===== src/rtl/trig_ratio_completion_top_defines.svh =====
// assertion macros used by the top-level rtl file
`ifndef TRIG_RATIO_COMPLETION_TOP_DEFINES_SVH
`define TRIG_RATIO_COMPLETION_TOP_DEFINES_SVH

`ifndef NO_ASSERTIONS
// same-cycle implication, checked outside reset
`define TRC_ASSERT_IMP(lbl, ante, cons) \
  lbl: assert property (@(posedge clk) disable iff (!rst_n) (ante) |-> (cons)) \
    else $error("trc assertion failed");
// next-cycle implication, also checked across reset
`define TRC_ASSERT_NEXT(lbl, ante, cons) \
  lbl: assert property (@(posedge clk) (ante) |=> (cons)) \
    else $error("trc assertion failed");
`else
`define TRC_ASSERT_IMP(lbl, ante, cons)
`define TRC_ASSERT_NEXT(lbl, ante, cons)
`endif

`endif


===== src/rtl/trc_sqrt.sv =====
`timescale 1ns / 1ps
module trc_sqrt (
  input  logic        clk,
  input  logic        en,
  input  logic [63:0] n,
  output logic [31:0] root
);
  localparam int STAGES = 32;

  logic [63:0] rem_r  [STAGES];
  logic [31:0] root_r [STAGES];

  // one root bit per stage, msb first
  for (genvar i = 0; i < STAGES; i++) begin : g_stage
    localparam int K = STAGES - 1 - i;
    logic [63:0] rem_in;
    logic [31:0] root_in;
    logic [64:0] trial;
    logic        ge;
    logic [63:0] rem_nxt;
    logic [31:0] root_nxt;

    if (i == 0) begin : g_first
      assign rem_in  = n;
      assign root_in = '0;
    end else begin : g_next
      assign rem_in  = rem_r[i-1];
      assign root_in = root_r[i-1];
    end

    always_comb begin
      trial    = (65'(root_in) << (K + 1)) + (65'(1) << (2 * K));
      ge       = {1'b0, rem_in} >= trial;
      rem_nxt  = ge ? rem_in - trial[63:0] : rem_in;
      root_nxt = ge ? root_in | (32'(1) << K) : root_in;
    end

    always_ff @(posedge clk) begin
      if (en) begin
        rem_r[i]  <= rem_nxt;
        root_r[i] <= root_nxt;
      end
    end
  end

  assign root = root_r[STAGES-1];
endmodule


===== config.mk =====
export PLATFORM = sky130hd
export DESIGN_NAME = trc_sqrt
export DESIGN_NICKNAME = d
export VERILOG_FILES = /design/src/rtl/trig_ratio_completion_top_defines.svh /design/src/rtl/trc_sqrt.sv
export SDC_FILE = /design/constraint.sdc
export NUM_CORES = 2
export LEC_CHECK = 0
export ABC_CLOCK_PERIOD_IN_PS = 4000
export BUFFER_PORTS_ARGS = -buffer_cell sky130_fd_sc_hd__buf_2
export CORE_UTILIZATION = 55
export CTS_BUF_LIST = sky130_fd_sc_hd__clkbuf_4 sky130_fd_sc_hd__clkbuf_8 sky130_fd_sc_hd__clkbuf_16
export CTS_CLUSTER_DIAMETER = 50
export DETAILED_ROUTE_END_ITERATION = 7
export PLACE_DENSITY = 0.76
export SLEW_MARGIN = 40
export SYNTH_ARGS = -nofsm -noshare
export SYNTH_HDL_FRONTEND = slang
export SYNTH_SLANG_ARGS = --single-unit

===== constraint.sdc =====
create_clock -name clk -period 4 [get_ports clk]
set_clock_uncertainty 0.05 [all_clocks]
set_input_delay 0.4 -clock clk [delete_from_list [all_inputs] [get_ports clk]]
set_output_delay 0.4 -clock clk [all_outputs]
set_load 0.1 [all_outputs]

# Word level (Yosys, flattened, before mapping)
# Memory sizes are Yosys's and may differ from the RTL's.
# Cells that the tools add are included.
[op_classes] n_div=0 n_bitwise=0 muxes=66 mul=0 eq_ne=0 add_sub_neg=63 n_reduce_logical=0 shift=0 magnitude_cmp=32
[op_table] op="64-bit two-way mux" n=32
[op_table] op="63-bit by 61-bit adder with 64-bit output (second input constant)" n=1
[op_table] op="64-bit by 34-bit >= comparator with 1-bit output" n=1
[op_table] op="64-bit by 35-bit >= comparator with 1-bit output" n=1
[op_table] op="64-bit by 36-bit >= comparator with 1-bit output" n=1
[op_table] op="64-bit by 37-bit >= comparator with 1-bit output" n=1
[op_table] op="64-bit by 38-bit >= comparator with 1-bit output" n=1
[op_table] op="64-bit by 39-bit >= comparator with 1-bit output" n=1
[op_table] op="64-bit by 40-bit >= comparator with 1-bit output" n=1
[op_table] op="64-bit by 41-bit >= comparator with 1-bit output" n=1
[op_table] op="64-bit by 42-bit >= comparator with 1-bit output" n=1
[op_table] op="64-bit by 43-bit >= comparator with 1-bit output" n=1
[op_table] op="64-bit by 44-bit >= comparator with 1-bit output" n=1
[op_table] op="64-bit by 45-bit >= comparator with 1-bit output" n=1
[op_table] op="64-bit by 46-bit >= comparator with 1-bit output" n=1
[op_table] op="64-bit by 47-bit >= comparator with 1-bit output" n=1
[op_table] op="64-bit by 48-bit >= comparator with 1-bit output" n=1
[op_table] op="64-bit by 49-bit >= comparator with 1-bit output" n=1
[op_table] op="64-bit by 50-bit >= comparator with 1-bit output" n=1
[op_table] op="64-bit by 51-bit >= comparator with 1-bit output" n=1
[op_table] op="64-bit by 52-bit >= comparator with 1-bit output" n=1
[op_table] op="64-bit by 53-bit >= comparator with 1-bit output" n=1
[op_table] op="64-bit by 54-bit >= comparator with 1-bit output" n=1
[op_table] op="64-bit by 55-bit >= comparator with 1-bit output" n=1
[op_table] op="104 further kinds" n=106
[word_totals] inputBits=66 latch_bits=0 ff_bits=0 mem_bits_ro=0 mem_count=2 word_cells=163 ram_bits=3072
[memory_table] memory="rem_r" words=32 width=64 read_ports=31 rd_clocked_by_memory_dff=0 wr=32 line="trc_sqrt.sv:10" source="logic [63:0] rem_r [STAGES];"
[memory_table] memory="root_r" words=32 width=32 read_ports=32 rd_clocked_by_memory_dff=0 wr=32 line="trc_sqrt.sv:11" source="logic [31:0] root_r [STAGES];"

# Depth between registers and ports, before layout
# An unclocked memory read counts as a cell.
[depth] depth_word=4 mapped_depth=15 mapped_depth_nobuf=13

# Worst setup path before layout
# OpenSTA, ideal clock, no wires.
[synth_timing] path_kind="reg2reg" startpoint="memory rem_r[29][7] (netlist: rem_r[14][71])" endpoint="memory rem_r[30][38] (netlist: rem_r[15][38]), data pin" stages_incl_launch_ff=11 slack_ns=0.424 required_ns=3.692 path_buffers=0 arrival_time_ns=3.269 path_cell_list="edfxtp_1 ha_1 or4_1 o21ai_0 a21oi_1 a211oi_1 a311oi_1 o21ai_0 nand3_1 or4b_2 xnor2_1"
[synth_lines] item="from (decl)" line="trc_sqrt.sv:10"

==> results by group <==
STA
  – Part of the cycle the worst path needs: 0.976
  – Final TNS setup: 0 ns
  – Final setup fails: 0
  – Worst slew pin tran: approximately 0.97 ns
  – Fin crit period: 3.91 ns
  – Fmax achieved: 256 MHz
  – Relative slew margins: 0.345
  – Slew Viols, Final: 0
  – Final hold viol count: 0

Synthesis
  – Syn_nets: between 10k and 15k
  – Synth Area per Inst: ~13 um^2
  – Yosys reg bits: ~2.5k
  – Number of enable flip-flop cells after synthesis: 2512
  – Yosys cell types: 99
  – Post-Syn Area: 0.120 mm^2
  – Yosys warnings: 0
  – Post-Syn Instances: 9479
  – Synth top area cells: edfxtp_1, ha_1, xnor2_1
  – FFs w/ async S/R, synth: 0
  – Main synth FF type: edfxtp_1
  – Post-synth top area cell: edfxtp_1
  – Sequential area share after synthesis: 0.628
  – Top cell type's share of synthesized area: 0.628

Finish
  – Non-filler instance count after layout: 13.1k
  – Synthesis-to-finish area growth: 13.2%
  – Nets@finish: approximately 11k
  – Layout cells sized above 1: 0.103
  – Final Util: 0.626

Setup path
  – CP bufs+invs: 3
  – CP max FO: 6
  – WP depth: 13
  – CP Capture Type: flop
  – Crit path launch type: flop
  – Worst reg-to-reg path cell count: 13
  – Max stage delay on crit path: 0.53 ns
  – Most used cell, CP: buf_4
  – CP max-delay cell: or4_4
  – Required @ worst endpoint: 4.55 ns
  – Worst Path Arrival: 4.46 ns
  – Largest delay share family, worst path: simple AND/OR/NAND/NOR gates
  – Crit path cell chain: buf_4, or4_4, or3_4, or4_4, or3_4, nor3_4, and3_4, and4_4, buf_4, nor4b_2, buf_4, nor2b_1, xor2_1
  – Worst Setup Path Type: flop to flop

CTS
  – CTS root buf: clkbuf_16
  – Worst skew pair latency: 0.96 ns
  – H-tree depth reported by CTS: 5
  – CTS Buffer Depth: 4
  – CTS tree: yes
  – Reg clk slew, reported paths: 0.07 ns
  – Clk sinks: ~2.5k
  – CTS Buf Count: about 290

Power
  – Clock network power share: 0.326
  – Switching power: 23.8 mW
  – Pwr/cell area: 590 mW/mm^2
  – Int Pwr: 56.4 mW
  – Sw Ratio: 0.297
  – Max IR drop VDD: 0.000522 V
  – Leakage power: 51.7 nW
  – Sequential share of power: 0.454
  – Gate power share: 0.220

Drt
  – Drc violations: 0
  – Via count: between 70k and 80k
  – Pre-antenna DRT Iters: 6
  – ANT nets after route: 0
  – Detailed Route WL: slightly above 300000 um
  – Per-cell routed wire length: around 24 um
  – Initial DRC count: roughly 8k
  – Drt via density: 6.06

Floorplanning
  – # rows: 171
  – Die W: 469 um
  – Io pins: 98
  – Core ar.: 0.217 mm^2
  – Total die area: 0.220 mm^2
  – Starting Density: 0.553
  – Die H: 469 um

GRT
  – Largest net degree at the start of global routing: 173
  – Total congestion overflow: 0
  – GRT Util Overall: 0.276
  – Number of global-route vias before repair: 76.9k
  – First-pass GRT wire length: 463000 um
  – Initial antenna violation count: 11

Placement
  – GP Congestion: 0.977
  – Cells after DPL: about 12k
  – PortBufs: 97
  – Post-DP HPWL: 225000 um

Outcome
  – Outcome: complete, no violations

Run
  – Max_cap viols: 0

Worst hold path
  – Hold Path Depth: 2
  – Worst min path class: input pin to flop
## worst register-to-register path, cell delays in order (launching register included)
cell	delay (ns)
edfxtp_1	0.37
buf_4	0.19
or4_4	0.53
or3_4	0.35
or4_4	0.43
or3_4	0.37
nor3_4	0.21
and3_4	0.21
and4_4	0.23
buf_4	0.16
nor4b_2	0.05
buf_4	0.16
nor2b_1	0.13
xor2_1	0.14
## cell families (layout without fill, tap and decap cells)
| family | Yosys count | count (layout) | synth area share |
|---|---|---|---|
| other | 0 | 1 | 0 |
| and+or+nand+nor | 2763 | 2763 | 0.120 |
| xor gates and xnor gates | 889 | 889 | 0.0649 |
| AOI/OAI and AO/OA | 1757 | 1758 | 0.0901 |
| muxes | 104 | 104 | 0.00996 |
| DFF | 2512 | 2512 | 0.628 |
| adders and majority gates | 558 | 558 | 0.0582 |
| buffers and inverters | 896 | 1622 | 0.0287 |
## placed cells by master (no fill, tap or decap), drive strengths merged, types with 111 or more instances in the layout
master     n
a21o     233
a21oi    651
buf      370
clkbuf   346
edfxtp  2512
ha       558
inv      702
nand2    542
nand2b   114
nand3    150
nand4    189
nor2     657
nor3     244
nor4     337
o21ai    384
or3      111
xnor2    479
xor2     410
## power by group through the flow
stage	clock [mW]	sequential (mW)	combinational (mW)
2_1_floorplan	0	35.5	12.0
3_3_place_gp	0	36.9	16.8
3_5_place_dp	0	36.9	17.1
4_1_cts	26.4	36.4	17.3
5_1_grt	27.4	36.7	19.3
6_report	26.1	36.4	17.7
## synth_stat cells, types with 50 or more instances
cell type,count
inv_1,681
mux2_2,76
o21ai_0,377
or4_1,62
o21a_1,86
xor2_1,410
or3_1,111
xnor2_1,479
nor2_1,656
a31oi_1,50
nand2b_1,114
ha_1,558
nor3_1,239
nor2b_1,80
nand3_1,149
clkbuf_1,166
edfxtp_1,2512
a21o_1,233
a21oi_1,649
nor4_1,335
nand4_1,188
nand2_1,542
## state kept, by name (all words and copies together), names as in the netlist
signal  flops
rem_r    1984
root_r    528
## layer usage
metal	vias to the layer above	routed length, um	track usage
li1	36541	-	-
met1	38706	122000	0.352
met2	3125	150000	0.466
met3	733	20600	0.0454
met4	8	14900	0.122
met5	-	52	0
## through the flow
step / worst slack (ns) / instance area, um^2 / hold slack [ns] / power (mW)
4_1_cts: 0.0199 / 136000 / 0.0623 / 80.1
2_1_floorplan: 0.424 / 120000 / 0.367 / 47.6
6_report: 0.0947 / 136000 / 0.109 / 80.2
3_5_place_dp: -0.0547 / 126000 / 0.377 / 54.0
5_1_grt: -0.000832 / 136000 / 0.0875 / 83.4
3_3_place_gp: -0.0540 / 126000 / 0.380 / 53.7
## path summary, 6_finish.rpt
kind	slack [ns]	endpoint	start
max reg2reg	0.09	rem_r[11][59]	rem_r[10][117]
min	0.11	rem_r[0][26]	n[26]
min reg2reg	0.33	root_r[0][497]	root_r[0][465]
max	0.09	rem_r[11][59]	rem_r[10][117]
## cell type report
type                            count  area (um^2)
Antenna cell                        1         2.50
Clock buffer                      346         7820
Clock inverter                    157         1520
Fill cell                       16103        81000
Inverter                          683         2570
Multi-Input combinational cell   6072        41400
Sequential cell                  2512        75400
Tap cell                         2854         3570
Timing Repair Buffer              436         3580
## timing repair
action,in CTS,in global routing
endpoints found under the setup margin,6,114
cloned,0,1
endpoints found under the hold margin,89,0
hold buffers,66,0
buffers inserted,3,5
pin swaps,0,7
resized for setup,1,41
No activity file was read; power rests on OpenSTA's default activity.
