==> config.mk <==
export PLATFORM = sky130hd
export DESIGN_NAME = trc_div
export DESIGN_NICKNAME = d
export VERILOG_FILES = /design/src/rtl/trig_ratio_completion_top_defines.svh /design/src/rtl/trc_pkg.sv /design/src/rtl/trc_div.sv
export SDC_FILE = /design/constraint.sdc
export NUM_CORES = 2
export LEC_CHECK = 0
export BUFFER_PORTS_ARGS = -buffer_cell sky130_fd_sc_hd__buf_2
export CORE_UTILIZATION = 50
export CTS_CLUSTER_DIAMETER = 200
export DETAILED_ROUTE_END_ITERATION = 8
export PLACE_DENSITY_LB_ADDON = 0.25
export REMOVE_ABC_BUFFERS = 1
export SLEW_MARGIN = 20
export SYNTH_ARGS = -nofsm -noshare
export SYNTH_HDL_FRONTEND = slang
export SYNTH_SLANG_ARGS = --single-unit
==> constraint.sdc <==
create_clock -name clk -period 8.35 [get_ports clk]
set_input_delay 1.2525 -clock clk [delete_from_list [all_inputs] [get_ports clk]]
set_output_delay 1.2525 -clock clk [all_outputs]
set_load 0.03 [all_outputs]
==> src/rtl/trig_ratio_completion_top_defines.svh <==
// assertion macros used by the top-level rtl file
`ifndef TRIG_RATIO_COMPLETION_TOP_DEFINES_SVH
`define TRIG_RATIO_COMPLETION_TOP_DEFINES_SVH

`ifndef NO_ASSERTIONS
// same-cycle implication, checked outside reset
`define TRC_ASSERT_IMP(lbl, ante, cons) \
  lbl: assert property (@(posedge clk) disable iff (!rst_n) (ante) |-> (cons)) \
    else $error("trc assertion failed");
// next-cycle implication, also checked across reset
`define TRC_ASSERT_NEXT(lbl, ante, cons) \
  lbl: assert property (@(posedge clk) (ante) |=> (cons)) \
    else $error("trc assertion failed");
`else
`define TRC_ASSERT_IMP(lbl, ante, cons)
`define TRC_ASSERT_NEXT(lbl, ante, cons)
`endif

`endif

==> src/rtl/trc_pkg.sv <==
`timescale 1ns / 1ps
package trc_pkg;

  localparam int FRAC_BITS_DEF = 16;
  localparam int WORD_W        = 32;
  localparam int QUOT_W        = 33;
  localparam int OPND_W        = 34;

  localparam logic [1:0] CMD_SIN = 2'd0;
  localparam logic [1:0] CMD_COS = 2'd1;
  localparam logic [1:0] CMD_TAN = 2'd2;
  localparam logic [1:0] CMD_COT = 2'd3;

  localparam logic signed [WORD_W-1:0] POS_MAX = 32'sh7FFF_FFFF;
  localparam logic signed [WORD_W-1:0] NEG_MAX = 32'sh8000_0000;

  // raw divider result before saturation
  typedef struct packed {
    logic [QUOT_W-1:0] q;
    logic              ovf;
    logic              bz;
    logic              neg;
    logic              a_neg;
  } div_res_t;

  typedef struct packed {
    logic signed [WORD_W-1:0] val;
    logic                     sat;
  } fx_t;

  // apply sign and saturation to a quotient magnitude
  function automatic fx_t fx_fin(input div_res_t d);
    fx_t f;
    f.sat = 1'b0;
    f.val = '0;
    if (d.bz) begin
      f.sat = 1'b1;
      f.val = d.a_neg ? NEG_MAX : POS_MAX;
    end else if (d.ovf) begin
      f.sat = 1'b1;
      f.val = d.neg ? NEG_MAX : POS_MAX;
    end else if (d.neg) begin
      if (d.q > 33'h0_8000_0000) begin
        f.sat = 1'b1;
        f.val = NEG_MAX;
      end else begin
        f.val = -$signed(d.q[WORD_W-1:0]);
      end
    end else begin
      if (d.q > 33'h0_7FFF_FFFF) begin
        f.sat = 1'b1;
        f.val = POS_MAX;
      end else begin
        f.val = $signed(d.q[WORD_W-1:0]);
      end
    end
    return f;
  endfunction

endpackage

==> src/rtl/trc_div.sv <==
`timescale 1ns / 1ps
module trc_div #(
  parameter int FRAC_BITS = trc_pkg::FRAC_BITS_DEF
) (
  input  logic                                clk,
  input  logic                                en,
  input  logic signed [trc_pkg::OPND_W-1:0]   a,
  input  logic signed [trc_pkg::OPND_W-1:0]   b,
  output trc_pkg::div_res_t                   res
);
  import trc_pkg::*;

  localparam int MAG_W  = OPND_W - 1;
  localparam int DW     = MAG_W + FRAC_BITS;
  localparam int CW     = MAG_W + QUOT_W + 1;
  localparam int STAGES = QUOT_W;

  logic [MAG_W-1:0] ma, mb;
  logic [DW-1:0]    dvd;
  logic             ovf_pre;

  // magnitudes and range precheck
  always_comb begin
    ma      = a[OPND_W-1] ? MAG_W'(-a) : MAG_W'(a);
    mb      = b[OPND_W-1] ? MAG_W'(-b) : MAG_W'(b);
    dvd     = DW'(ma) << FRAC_BITS;
    ovf_pre = CW'(dvd) >= (CW'(mb) << QUOT_W);
  end

  logic [MAG_W-1:0] mb_r  [STAGES+1];
  logic [DW-1:0]    rem_r [STAGES+1];
  div_res_t         fl_r  [STAGES+1];

  always_ff @(posedge clk) begin
    if (en) begin
      mb_r[0]        <= mb;
      rem_r[0]       <= dvd;
      fl_r[0].q      <= '0;
      fl_r[0].ovf    <= ovf_pre;
      fl_r[0].bz     <= (b == '0);
      fl_r[0].neg    <= a[OPND_W-1] ^ b[OPND_W-1];
      fl_r[0].a_neg  <= a[OPND_W-1];
    end
  end

  // restoring division, one quotient bit per stage
  for (genvar i = 0; i < STAGES; i++) begin : g_stage
    localparam int K = STAGES - 1 - i;
    logic [CW-1:0] dsh;
    logic          ge;
    div_res_t      fl_nxt;
    logic [DW-1:0] rem_nxt;

    always_comb begin
      dsh       = CW'(mb_r[i]) << K;
      ge        = CW'(rem_r[i]) >= dsh;
      rem_nxt   = ge ? rem_r[i] - dsh[DW-1:0] : rem_r[i];
      fl_nxt    = fl_r[i];
      fl_nxt.q  = fl_r[i].q | (ge ? (QUOT_W'(1) << K) : '0);
    end

    always_ff @(posedge clk) begin
      if (en) begin
        mb_r[i+1]  <= mb_r[i];
        rem_r[i+1] <= rem_nxt;
        fl_r[i+1]  <= fl_nxt;
      end
    end
  end

  assign res = fl_r[STAGES];
endmodule

* Yosys cells after proc, flatten, opt, wreduce, memory -nomap -nowiden
Memory sizes are Yosys's and may differ from the RTL's.
Index checks and enable logic that the tools add are counted.
** Word-level totals
- Bits in registers :: 0
- Memory bits (writable) :: 4046
- Input port bits :: 70
- Output and inout bits :: 37
- Logic and storage cells :: 177
- Memories :: 3
** Cells by class
- Add/subtract/negate cells :: 35
- Order comparisons :: 34
- Multiplexer cells :: 70
- Bitwise logic cells :: 34
- Reductions and logical operators :: 1
** Memory list
- rem_r :: words 34, bits a word 49, rd ports 33, clocked after Yosys merged registers in 0, wr ports 34, line trc_div.sv:31 : logic [DW-1:0] rem_r [STAGES+1];
- fl_r :: words 34, bits a word 37, rd ports 34, clocked after Yosys merged registers in 0, wr ports 34, line trc_div.sv:32 : div_res_t fl_r [STAGES+1];
- mb_r :: words 34, bits a word 33, rd ports 33, clocked after Yosys merged registers in 0, wr ports 34, line trc_div.sv:30 : logic [MAG_W-1:0] mb_r [STAGES+1];
** Operators with widths (count)
- 49-bit 2-to-1 mux :: 33
- 49-bit subtractor :: 17
- 33-bit 2-to-1 mux :: 3
- 49-bit by 66-bit greater-or-equal comparator with 1-bit output :: 1
- 33-bit negation :: 2
- 49-bit by 65-bit greater-or-equal comparator with 1-bit output :: 1
- 49-bit by 64-bit greater-or-equal comparator with 1-bit output :: 1
- 49-bit by 63-bit greater-or-equal comparator with 1-bit output :: 1
- 49-bit by 62-bit greater-or-equal comparator with 1-bit output :: 1
- 49-bit by 61-bit greater-or-equal comparator with 1-bit output :: 1
- 49-bit by 60-bit greater-or-equal comparator with 1-bit output :: 1
- 49-bit by 59-bit greater-or-equal comparator with 1-bit output :: 1
- 49-bit by 58-bit greater-or-equal comparator with 1-bit output :: 1
- 49-bit by 57-bit greater-or-equal comparator with 1-bit output :: 1
- 49-bit by 56-bit greater-or-equal comparator with 1-bit output :: 1
- 49-bit by 55-bit greater-or-equal comparator with 1-bit output :: 1
- 49-bit by 54-bit greater-or-equal comparator with 1-bit output :: 1
- 49-bit by 53-bit greater-or-equal comparator with 1-bit output :: 1
- 49-bit by 52-bit greater-or-equal comparator with 1-bit output :: 1
- 49-bit by 51-bit greater-or-equal comparator with 1-bit output :: 1
- 49-bit by 50-bit greater-or-equal comparator with 1-bit output :: 1
- 49-bit by 33-bit greater-or-equal comparator with 1-bit output :: 1
- 49-bit by 34-bit greater-or-equal comparator with 1-bit output :: 1
- 49-bit by 35-bit greater-or-equal comparator with 1-bit output :: 1
- other kinds (97) :: 99

* Logic depth before layout (Yosys ltp)
An unclocked memory read counts as a cell.
- Depth after elaboration :: 4
- Depth in mapped cells :: 20
- Mapped depth without buffers :: 20

* Least setup slack after synthesis
No wires, ideal clock.
- Path type :: in2reg
- From :: input a[5] (netlist bit)
- To :: memory fl_r[0][3] (netlist bit) (data pin)
- Setup time :: 0.132 ns
- Arrival :: 4.569 ns
- Data required time :: 8.218 ns
- Path slack :: 3.649 ns
- Stages on the path :: 16
- Path buffers :: 0
- Path through :: nor4_1 > nand2_1 > or4_1 > nand2b_1 > or3_1 > o31ai_1 > xnor2_1 > ha_1 > nand4_1 > nor2_1 > nand4_1 > nor4_1 > nand4b_1 > or4_1 > o21ai_0 > and3_1
** RTL lines
- from (decl) :: line trc_div.sv:7 : input logic signed [trc_pkg::OPND_W-1:0] a,
- to (decl) :: line trc_div.sv:32

==> out/qor.txt <==
Least-Margin Pin Slew: 1.24 ns
Vias in the first global route: 99077
Antenna violations before repair: 11
DIE AREA: 313000 um^2
Cell count after synthesis: 13072
Initial DRT Pass Iterations: 9
Critical setup path kind: flop to flop
RSZ-0062 raised after global routing: no
Worst Reg2Reg Path Length in Cells: 13
Final ANT Viol Nets: 0
R2R setup slack: 3.15 ns
Hold Path Stages: 0
Post CTS Setup Buffer Count: 0
Final Cell Area: 172000 um^2
EDFF count, synth: 2995
Synth Warn #: 0
Distinct cell type count of the synthesized netlist: 102
HP Class: flop to flop
Largest net degree at the start of global routing: 175
Fill cell count: 25649
Detail Placement HPWL: 273000 um
Final setup vio count: 0
Fin. max-slew vios: 0
# rows: 204
First-pass GRT wire length: 570000 um
GRT overflow: 0
Critical Path Source: mb_r[26][12]$_DFFE_PP_
Drt initial violations: 8857
Synth Flop Type: edfxtp_1
Cts hold-fix bufs: 0
Worst r2r src: mb_r[26][12]$_DFFE_PP_
Worst-Skew Late Latency: 0.93 ns
Post-cts resize count: 0
DR vias: 101597
Reg clk slew, reported paths: 0.06 ns
Core area: 309000 um^2
Startpoint Class: flop
Clk buf depth: 4
Worst-path fanout max: 20
Die height: 559 um
F_max: 192 MHz
Power per cell area: 301 nW/um^2
Initial Util: 50.2%
WL/cell: 20.8 um
CTS Buf Count: 330
Required time worst endpoint: 9.00 ns
Tcrit/Tclk final: 62.2%
Register area share after synthesis: 58.0%
GR Util All Layers: 23.0%
Max Cap Violations: 0
Hold path endpoint: fl_r[7][36]$_DFFE_PP_
Sum of negative setup slack: 0 ns
Post-Syn Area per Cell: 11.9 um^2
Skew final: 0.0510 ns
Area delta synth->final: 10.6%
Root Buffer: clkbuf_16
Number of remaining DRC errors: 4
Crit end category: flop
Asr flop ratio synth: 0%
CP Data Arrival Time: 5.85 ns
Slew headroom: 15.4%
Synthesized area: 155000 um^2
GP Congestion: 0.930
Leakage: 67.8 nW
CTS H-tree lvls: 5
Layout Nets: 14366
Flip-flop and latch count after synthesis: 2995
R2r endpoint: rem_r[27][48]$_DFFE_PP_
Post-layout min period: 5.20 ns
Status: complete, but fails checks
Port Buffer Count: 106
Hold path start: fl_r[6][36]$_DFFE_PP_
Clk sinks: 2995
Failing checks: design-rule violations
Dpl cell area: 161000 um^2
Io pins: 107
Share of layout cells above drive strength 1: 7.83%
Detailed-route vias per instance: 5.75
Die X-Extent: 559 um
Final Hold Fails: 0
TritonCTS clock tree: done
WL final: 368000 um
Maximum vdd drop: 0.198 mV
==> state kept, by name (all words and copies together) (netlist names) <==
name,cells
rem_r,1209
mb_r,1089
fl_r,697
==> cells in the final DEF, fill, tap and decap left out, drive strengths merged, types with 58 or more instances in the layout <==
master	instances
edfxtp	2995
inv	1238
a21oi	1024
ha	971
nand2	917
o21ai	855
nor2	748
xnor2	512
a21o	443
xor2	424
clkbuf	389
mux2	265
nor3	192
nand3	190
buf	175
nand2b	169
nand4	163
o21a	136
nor2b	132
clkinv	130
o21bai	120
nor4	106
a211oi	89
and3	88
a31oi	86
o31ai	86
or2	67
or3	61
o211ai	58
==> per-stage QoR <==
stage | setup WS (ns) | instances | util (%) | hold WS, ns | power, mW
floorplan | 3.07 | 12786 | - | 0.400 | 32.1
global placement | 2.55 | 17081 | 52.0 | 0.400 | 36.6
detailed placement | 2.54 | 17081 | 52.0 | 0.405 | 36.8
CTS | 3.32 | 17674 | 55.6 | 0.405 | 51.9
global route | 2.86 | 17675 | 55.6 | 0.408 | 54.4
finish | 3.15 | 17675 | 55.6 | 0.405 | 51.6
==> routing by layer <==
layer  routed length, um  global-route usage (%)
met2              168000                    37.0
met1              170000                    32.9
met5                  37                       0
met4               10200                    6.54
met3               19200                    2.81
==> worst max-delay path: stages (launching register included) <==
cell	delay (ns)
edfxtp_1	0.36
inv_1	0.05
ha_1	0.39
nand3_1	0.20
nor4_1	0.84
o311ai_0	0.58
nand3_1	0.37
a21boi_0	0.19
o21ai_0	0.46
a21oi_2	0.12
inv_1	0.66
o211ai_1	0.32
nor4_1	0.30
xor2_1	0.11
==> how the worst max path moves through the flow <==
stage | to | slack (ns)
after floorplan | rem_r[11][41]$_DFFE_PP_ | 3.07
after global placement | fl_r[0][3]$_DFFE_PP_ | 2.55
after detailed placement | fl_r[0][3]$_DFFE_PP_ | 2.54
after CTS | rem_r[27][48]$_DFFE_PP_ | 3.32
after global routing | rem_r[27][48]$_DFFE_PP_ | 2.86
final | rem_r[27][48]$_DFFE_PP_ | 3.15
==> cells in the mapped netlist (20+ instances only) <==
master	number	share of area, %
nor4_1	104	0.42
nand3_1	190	0.61
o21bai_1	118	0.57
a21oi_1	1023	3.3
nand2b_1	169	0.68
fa_1	32	0.41
clkbuf_1	227	0.55
a31oi_1	86	0.35
o31ai_1	85	0.41
o21a_1	136	0.66
or3_1	60	0.24
nand4_1	163	0.66
mux2_2	265	1.9
ha_1	971	7.8
or2_2	65	0.26
mux2i_1	31	0.20
o31a_1	43	0.24
nor2b_1	132	0.53
a211oi_1	89	0.43
edfxtp_1	2995	58
a21boi_0	47	0.23
nand3b_1	22	0.11
buf_2	39	0.13
xnor2_1	512	2.9
a2111oi_0	20	0.11
o21ai_0	847	2.7
nor3_1	191	0.62
nor2_1	748	1.8
and2_1	49	0.20
a31o_2	25	0.14
a211o_1	24	0.14
o2111ai_1	25	0.14
o211ai_1	58	0.28
a21o_1	443	2.1
and3_1	88	0.35
nand2_1	916	2.2
xor2_1	424	2.4
or4_1	41	0.20
inv_1	1224	3.0
==> cells by family after synthesis <==
| kind of cell | after synthesis | share of synthesized area (%) |
|---|---|---|
| AOI/OAI and AO/OA | 3295 | 13.2 |
| and+or+nand+nor | 3035 | 9.48 |
| DFF | 2995 | 58.0 |
| buffers and inverters | 1512 | 3.70 |
| adders and majority gates | 1003 | 8.24 |
| xor gates and xnor gates | 936 | 5.28 |
| muxes | 296 | 2.12 |
==> final cells by class <==
class | count | area [um^2] | share of cell area, %
Clock inverter | 204 | 2390 | 1.40
Inverter | 1226 | 4600 | 2.68
Antenna cell | 1 | 2.50 | 0.00146
Tap cell | 4120 | 5150 | 3.00
Clock buffer | 389 | 8610 | 5.02
Timing Repair Buffer | 175 | 1280 | 0.744
Sequential cell | 2995 | 89900 | 52.4
Multi-Input combinational cell | 8565 | 59600 | 34.7
==> power by group <==
| group | total, mW | switching (mW) | internal, mW |
|---|---|---|---|
| Combinational | 15.6 | 9.21 | 6.42 |
| Clock | 14.8 | 6.10 | 8.70 |
| Sequential | 21.2 | 1.57 | 19.6 |
Note: power is estimated with default switching activity, not from simulation.
